$ cat config.mk
export PLATFORM = sky130hd
export DESIGN_NAME = gsg_ram
export DESIGN_NICKNAME = d
export VERILOG_FILES = /design/src/rtl/gsg_ram.sv
export SDC_FILE = /design/constraint.sdc
export NUM_CORES = 1
export LEC_CHECK = 0
export BUFFER_PORTS_ARGS = -buffer_cell sky130_fd_sc_hd__buf_4
export CAP_MARGIN = 15
export CORE_UTILIZATION = 45
export DETAILED_ROUTE_END_ITERATION = 16
export HOLD_SLACK_MARGIN = 0.12
export PLACE_DENSITY = 0.73
export SLEW_MARGIN = 0
export SYNTH_ARGS = -nofsm -noshare
export SYNTH_HDL_FRONTEND = slang
export SYNTH_SLANG_ARGS = --single-unit
$ cat constraint.sdc
create_clock -name clk_i -period 1.59 [get_ports clk_i]
set_input_delay 0 -clock clk_i [delete_from_list [all_inputs] [get_ports clk_i]]
set_output_delay 0 -clock clk_i [all_outputs]
set_load 0.02 [all_outputs]
$ cat src/rtl/gsg_ram.sv
// Generic single-write, single-read RAM with a registered read port.
// Holds the ring of kept samples; depends on nothing else.

module gsg_ram #(
  parameter int unsigned WIDTH = 8,
  parameter int unsigned DEPTH = 16
) (
  input  logic                     clk_i,
  input  logic                     we_i,
  input  logic [$clog2(DEPTH)-1:0] waddr_i,
  input  logic [WIDTH-1:0]         wdata_i,
  input  logic                     re_i,
  input  logic [$clog2(DEPTH)-1:0] raddr_i,
  output logic [WIDTH-1:0]         rdata_o
);

  logic [WIDTH-1:0] mem_q [DEPTH];
  logic [WIDTH-1:0] rdata_q;

  always_ff @(posedge clk_i) begin
    if (we_i) begin
      mem_q[waddr_i] <= wdata_i;
    end
    if (re_i) begin
      rdata_q <= mem_q[raddr_i];
    end
  end

  assign rdata_o = rdata_q;

endmodule

Word-level counts from Yosys, hierarchy flattened
Memory sizes are Yosys's and may differ from the RTL's. A register that Yosys moved wholly into a read port is not among the register bits.
Index checks and enable logic that the tools add are counted.
Widths: inputs -> output; s select.

storage, ports and cells
  memories kept = 1
  register bits after elaboration = 0
  logic and storage cells = 3
  RAM bits = 128
  output and inout port bits = 8

memories
  name   depth  bits a word  read ports  clocked after memory_dff  wr ports  line  RTL
  mem_q  16     8            1           1                         1         17    logic [WIDTH-1:0] mem_q [DEPTH];

operators by class
  mux-type cells = 2

operators with widths
  kind    number
  $mux 1  2

Depth between registers and ports, before layout
Gate-level depths: netlist (run 1).

  word-level depth = 2
  depth in mapped cells = 5

Least setup slack after synthesis (run 1)
OpenSTA, ideal clock, no wires.

  path type = input -> register
  start point = input port waddr_i[2]
  end point = memory mem_q[0][0] (enable)
  setup time = 0.383 ns
  data arrival time = 1.110 ns
  stages = 2
  required time = 1.207 ns
  slack = 0.097 ns
  cells stage by stage = or3b_2 > nor3_1

RTL lines
  item         line  RTL
  from (decl)  10    input logic [$clog2(DEPTH)-1:0] waddr_i,
  to (decl)    17

Straight into the memory's write port.

==> flow_metrics.py, run 1 <==
metrics = {
    "status": {
        "status": "finished clean",
    },
    "yosys": {
        "netlist_area_um2": 5230,
        "ys_types": 18,
        "yosysSeqAreaShare_pct": 78.1,
        "postSynthAreaPerCell_um2": 22.8,
        "yosys_warnings": 0,
        "syn_nets": 248,
        "synth-seq-cells": 136,
        "synthCells": 229,
    },
    "die": {
        "die_x_um": 110,
        "initial_core_util_pct": 47.2,
        "coreArea_um2": 11100,
        "die_area_um2": 12100,
        "ios": 27,
        "rows": 38,
        "fp.dieH_um": 110,
    },
    "timing": {
        "rsz0062_at_grt": "no",
        "finalMaxSlewViolations": 0,
        "timing.hold.ws_ns": 0.224,
        "slew_headroom_pct": 58.7,
        "max_freq_ghz": 0.658,
        "worst_pin_slew_ns": 0.618,
        "fin_crit_ns": 1.52,
        "fin_worst_skew_ns": 0.00680,
        "finalCritPeriodShare_pct": 95.6,
        "finalSetupViolCount": 0,
        "setup_tns_ns": 0,
        "final_hold_viol_count": 0,
    },
    "clocking": {
        "path_clk_slew_ns": 0.06,
        "numCtsBuffers": 17,
        "clock_sink_count": 136,
        "htreeDepth": 4,
        "cts_tree": "yes",
        "insertion_delay_ns": 0.41,
        "cts_root_buf": "clkbuf_16",
        "clockBufferDepth": 2,
        "cts.repair.resized": 0,
    },
    "placed_design": {
        "dpl.hpwl_um": 6370,
        "place_congestion": 0.733,
        "io_buffers": 26,
    },
    "finish": {
        "final_nets": 316,
        "drive_above_1_share_pct": 30.3,
        "antenna_cells": 0,
        "syn_to_final_growth_pct": 22.0,
    },
    "worst_setup_path": {
        "critPathCaptureType": "flop",
        "worstSetupStartpointType": "flop",
        "slowest_stage": "mux4_1",
        "cp.arrival_ns": 1.67,
        "path_cells": "mux4_1 > a22oi_1 > nand2_1",
        "worst-path-max-fanout": 1,
        "cp_data_required_time_ns": 1.74,
        "critical-path-max-stage-delay_ns": 0.50,
        "critical_path_class": "reg2reg",
        "r2r_cells": 3,
    },
    "route": {
        "routed_wl_um": 9820,
        "drc_errors": 0,
        "drt-pass1-iter-count": 5,
        "via_per_inst": 5.58,
        "via_count": 2510,
        "drt_iter0_drc": 188,
        "antenna_left": 0,
        "wl_per_cell_um": 21.8,
    },
    "power": {
        "seqPwrFrac_pct": 50.7,
        "p_per_area_nw_per_um2": 1260,
        "peakVddDrop_mv": 0.661,
        "p_int_uw": 6370,
        "p_comb_share_pct": 5.5,
        "sw_frac_of_total_pct": 20.6,
        "p_sw_uw": 1650,
        "leakagePower_uw": 0.00217,
        "clkPwrFrac_pct": 43.8,
    },
    "global_route": {
        "grt_pass1_wl_um": 15100,
        "grt_max_degree": 20,
        "gr-total-overflow": 0,
        "grt_pass1_vias": 2576,
        "antenna_found_initial": 0,
        "grt_util_all_layers_pct": 18.7,
    },
    "hold_path": {
        "hold_path.class": "in2reg",
        "hold_path_depth": 4,
    },
    "run": {
        "maxCapViolCount": 0,
    },
}
[per-layer routing]
layer | vias up | GRT usage [%] | share of wire (%)
met3 | 10 | 4.92 | 4.5
li1 | 1118 | - | -
met1 | 1308 | 24.2 | 43
met5 | - | 0 | 0
met2 | 74 | 29.9 | 51
met4 | 0 | 8.10 | 1.4
[final timing paths]
path / startpoint / end / slack [ns]
setup / recovery: mem_q[0][2] / rdata_o[2] / 0.07
hold / removal: raddr_i[2] / rdata_o[2] / 0.22
setup reg to reg: mem_q[0][2] / rdata_o[2] / 0.07
hold reg to reg: mem_q[14][0] / rdata_o[0] / 0.74
[stage by stage]
step / utilization, % / instance area (µm²) / total power [µW] / worst slack, ns / cells
after floorplan: - / 5230 / 4360 / 0.0971 / 229
after global placement: 51.6 / 5720 / 4540 / 0.0606 / 406
after detailed placement: 51.6 / 5720 / 4560 / 0.0325 / 406
after CTS: 57.6 / 6380 / 8070 / 0.0726 / 450
after global routing: 57.6 / 6380 / 8250 / 0.0355 / 450
final: 57.6 / 6380 / 8020 / 0.0697 / 450
[final cells by class]
cell class                      count  area (µm²)
Clock buffer                       18         429
Clock inverter                     14         109
Fill cell                         790        4700
Multi-Input combinational cell     83        1060
Sequential cell                   136        4080
Tap cell                          140         175
Timing Repair Buffer               59         523
[flip-flops by register name (all words and copies together), names as in the netlist]
signal	count
mem_q	128
rdata_o	8
[logic make-up after synthesis]
kind of cell | after synthesis | share of synthesized area [%]
simple gates | 35 | 3.14
mux | 32 | 14.8
compound gates | 16 | 2.30
buf+inv | 10 | 1.65
flops | 136 | 78.1
[cells in the mapped netlist]
library cell / instances / area [µm²]
and2_1: 1 / 6.26
and2b_1: 1 / 7.51
or3b_2: 1 / 8.76
nand3b_1: 2 / 15.0
nand2_1: 9 / 33.8
edfxtp_1: 136 / 4080
a22oi_1: 16 / 120
nand3_1: 1 / 5.00
nand2b_1: 2 / 12.5
buf_6: 3 / 33.8
buf_4: 1 / 7.51
clkdlybuf4s25_2: 3 / 30.0
nor3_1: 4 / 20.0
buf_2: 3 / 15.0
nor2_1: 13 / 48.8
mux4_1: 14 / 368
mux4_2: 18 / 405
nor2b_1: 1 / 6.26
[cell usage in the layout (no fill, tap or decap), types with 2 or more instances in the layout]
cell	instances
clkbuf_16	17
nor3_1	4
clkinv_2	4
nand2_1	9
dlygate4sd3_1	12
buf_4	43
nand3b_1	2
clkinv_1	3
nand2b_1	2
clkinvlp_4	4
buf_12	4
nor2_1	13
mux4_1	14
mux4_2	18
edfxtp_1	136
a22oi_1	16
[worst max-delay path, delay by kind of cell (launching register included)]
family	cells	cell delay [ns]
multiplexers	1	0.50
flip-flops	1	0.37
AO/OA/AOI/OAI	1	0.30
AND/OR/NAND/NOR	1	0.10
[power by group through the flow]
stage          logic (µW)  registers (µW)  clock network (µW)
3_3_place_gp          413            4130                   0
3_5_place_dp          423            4140                   0
6_report              442            4060                3520
5_1_grt               478            4070                3710
4_1_cts               448            4060                3560
2_1_floorplan         204            4150                   0
[what timing repair did]
action                                 4_1_cts  5_1_grt
buffers inserted                             0        0
endpoints found under the hold margin      167        0
hold buffers                                12        0
Power figures use the tool's default switching activity.
==> run 2: changes to the inputs <==
--- a/config.mk
+++ b/config.mk
@@ -9,8 +9,10 @@
 export CAP_MARGIN = 15
 export CORE_UTILIZATION = 45
 export DETAILED_ROUTE_END_ITERATION = 16
+export GPL_TIMING_DRIVEN = 0
 export HOLD_SLACK_MARGIN = 0.12
 export PLACE_DENSITY = 0.73
+export SETUP_SLACK_MARGIN = 0.1
 export SLEW_MARGIN = 0
 export SYNTH_ARGS = -nofsm -noshare
 export SYNTH_HDL_FRONTEND = slang
==> run 2 against run 1 <==
Effect of this change: die area is the same; global-route usage decreased by 0.54 points; total power up 6.0%; sequential share of layout area unchanged; critical path type unchanged; largest cell class unchanged.
==> flow_metrics.py, run 2 (same netlist as run 1, synthesis figures left out) <==
metrics = {
    "status": {
        "status": "finished clean",
    },
    "placed_design": {
        "dpl.hpwl_um": 6040,
        "place_ws_ns": -0.121,
        "io_buffers": 25,
        "place_congestion": 0.696,
        "place_area_um2": 5600,
    },
    "route": {
        "routed_wl_um": 9790,
        "via_per_inst": 5.64,
        "drc_errors": 0,
        "drt-pass1-iter-count": 6,
        "wl_per_cell_um": 22.1,
        "via_count": 2493,
        "antenna_left": 0,
        "drt_iter0_drc": 270,
    },
    "timing": {
        "layout_setup_ws_ns": 0.145,
        "rsz0062_at_grt": "yes",
        "finalSetupViolCount": 0,
        "finalCritPeriodShare_pct": 90.9,
        "fin_crit_ns": 1.45,
        "slew_headroom_pct": 45.3,
        "finalMaxSlewViolations": 0,
        "max_freq_ghz": 0.692,
        "final_hold_viol_count": 0,
        "worst_pin_slew_ns": 0.818,
        "fin_worst_skew_ns": 0.00511,
    },
    "global_route": {
        "met3_usage_pct": 4.86,
        "grt_pass1_wl_um": 14400,
        "grt_pass1_vias": 2430,
        "antenna_found_initial": 0,
        "gr-total-overflow": 0,
        "top_usage_layer": "met2",
        "grt_util_all_layers_pct": 18.1,
        "globalRouteMet2Util_pct": 27.8,
        "grt_max_degree": 17,
        "grt.met1_usage_pct": 25.3,
    },
    "die": {
        "die_area_um2": 12100,
        "coreArea_um2": 11100,
        "fp.dieH_um": 110,
        "ios": 27,
        "die_x_um": 110,
        "initial_core_util_pct": 47.2,
        "rows": 38,
    },
    "finish": {
        "fill_cells": 807,
        "largest_reg_flops": 128,
        "syn_to_final_growth_pct": 22.0,
        "antenna_cells": 0,
        "drive_above_1_share_pct": 32.1,
        "final_nets": 308,
        "final_common_cell": "edfxtp_1",
        "final_area_um2": 6380,
        "regMostFlops": "mem_q",
        "mostFrequentLayoutCells": "edfxtp_1, buf_4, mux4_2, clkbuf_16",
    },
    "run": {
        "maxCapViolCount": 0,
    },
    "clocking": {
        "cts_tree": "yes",
        "clockBufferDepth": 2,
        "numCtsBuffers": 17,
        "insertion_delay_ns": 0.41,
        "post-cts-setup-buffer-count": 0,
        "clock_sink_count": 136,
        "htreeDepth": 4,
        "cts_root_buf": "clkbuf_16",
        "path_clk_slew_ns": 0.06,
    },
    "hold_path": {
        "hold_path.class": "in2reg",
    },
    "worst_setup_path": {
        "cp.arrival_ns": 1.59,
        "slowest_stage": "mux4_2",
        "crit_family": "multiplexers",
        "worst-path-max-fanout": 1,
        "path_cells": "mux4_2 > a22oi_2 > nand2_1",
        "critPathCaptureType": "flop",
        "worstSetupStartpointType": "flop",
        "critPathBufInv": 0,
        "critical-path-max-stage-delay_ns": 0.47,
        "cp_data_required_time_ns": 1.74,
        "critical_path_class": "reg2reg",
    },
    "power": {
        "leakagePower_uw": 0.00214,
        "p_per_area_nw_per_um2": 1330,
        "peakVddDrop_mv": 0.931,
    },
}
-- run 2: cell types whose count changed in the layout (fill, tap and decap cells not counted), sizes merged --
cell / change
buf: -12
inv: -1
dlygate4sd3: +1
clkdlybuf4s25: +3
clkinvlp: -3
bufinv: +3
clkinv: +1
-- run 2: path summary, 6_finish.rpt --
| path | startpoint | end | slack, ns | depth (start not counted) |
|---|---|---|---|---|
| max | mem_q[1][0] | rdata_o[0] | 0.14 | 3 |
| min | waddr_i[2] | mem_q[12][4] | 0.16 | 3 |
| max reg2reg | mem_q[1][0] | rdata_o[0] | 0.14 | 3 |
| min reg2reg | mem_q[11][1] | rdata_o[1] | 0.76 | 3 |
-- run 2: worst register-to-register path: cells and delay by family (launching register included) --
family	cells	cell delay, ns
DFF	1	0.37
AOI/OAI and AO/OA	1	0.25
and+or+nand+nor	1	0.10
muxes	1	0.47
-- run 2: what timing repair did --
action	CTS	global route
hold buffers	10	3
pin swaps	1	1
setup endpoints to repair	3	5
resized for setup	5	5
endpoints found under the hold margin	155	12
-- run 2: report_power, final --
part	internal [µW]	switching (µW)	total (µW)	leakage [µW]
clock	2600	1380	3990	0.000298
combinational	204	251	454	0.000606
sequential	4040	19.0	4060	0.00124
total	6850	1650	8500	0.00214
-- run 2: final cells by class --
class / instances / area (µm²) / share of cell area, %
plain buffers: 10 / 86.3 / 1.35
repair buffers: 41 / 335 / 5.26
clock buffers: 18 / 429 / 6.73
clock inverters: 14 / 181 / 2.84
flip-flops and latches: 136 / 4080 / 64.0
multi-input cells: 83 / 1090 / 17.0
well taps: 140 / 175 / 2.75
-- run 2: routing by layer --
metal  vias up  routed length (µm)
li1       1100                   -
met1      1284                4360
met2        96                4770
met3        13                 491
met4         0                 165
met5         -                   0
-- run 2: through the flow --
stage | util (%) | std cells | setup TNS [ns] | hold slack, ns | power [µW]
after CTS | 57.0 | 437 | 0 | 0.0301 | 8520
after floorplan | - | 229 | 0 | 0.0989 | 4360
after detailed placement | 50.6 | 395 | -4.94 | 0.293 | 4550
after global placement | 50.5 | 394 | -4.22 | 0.282 | 4530
final | 57.6 | 442 | 0 | 0.156 | 8500
after global routing | 57.6 | 442 | 0 | 0.176 | 8720
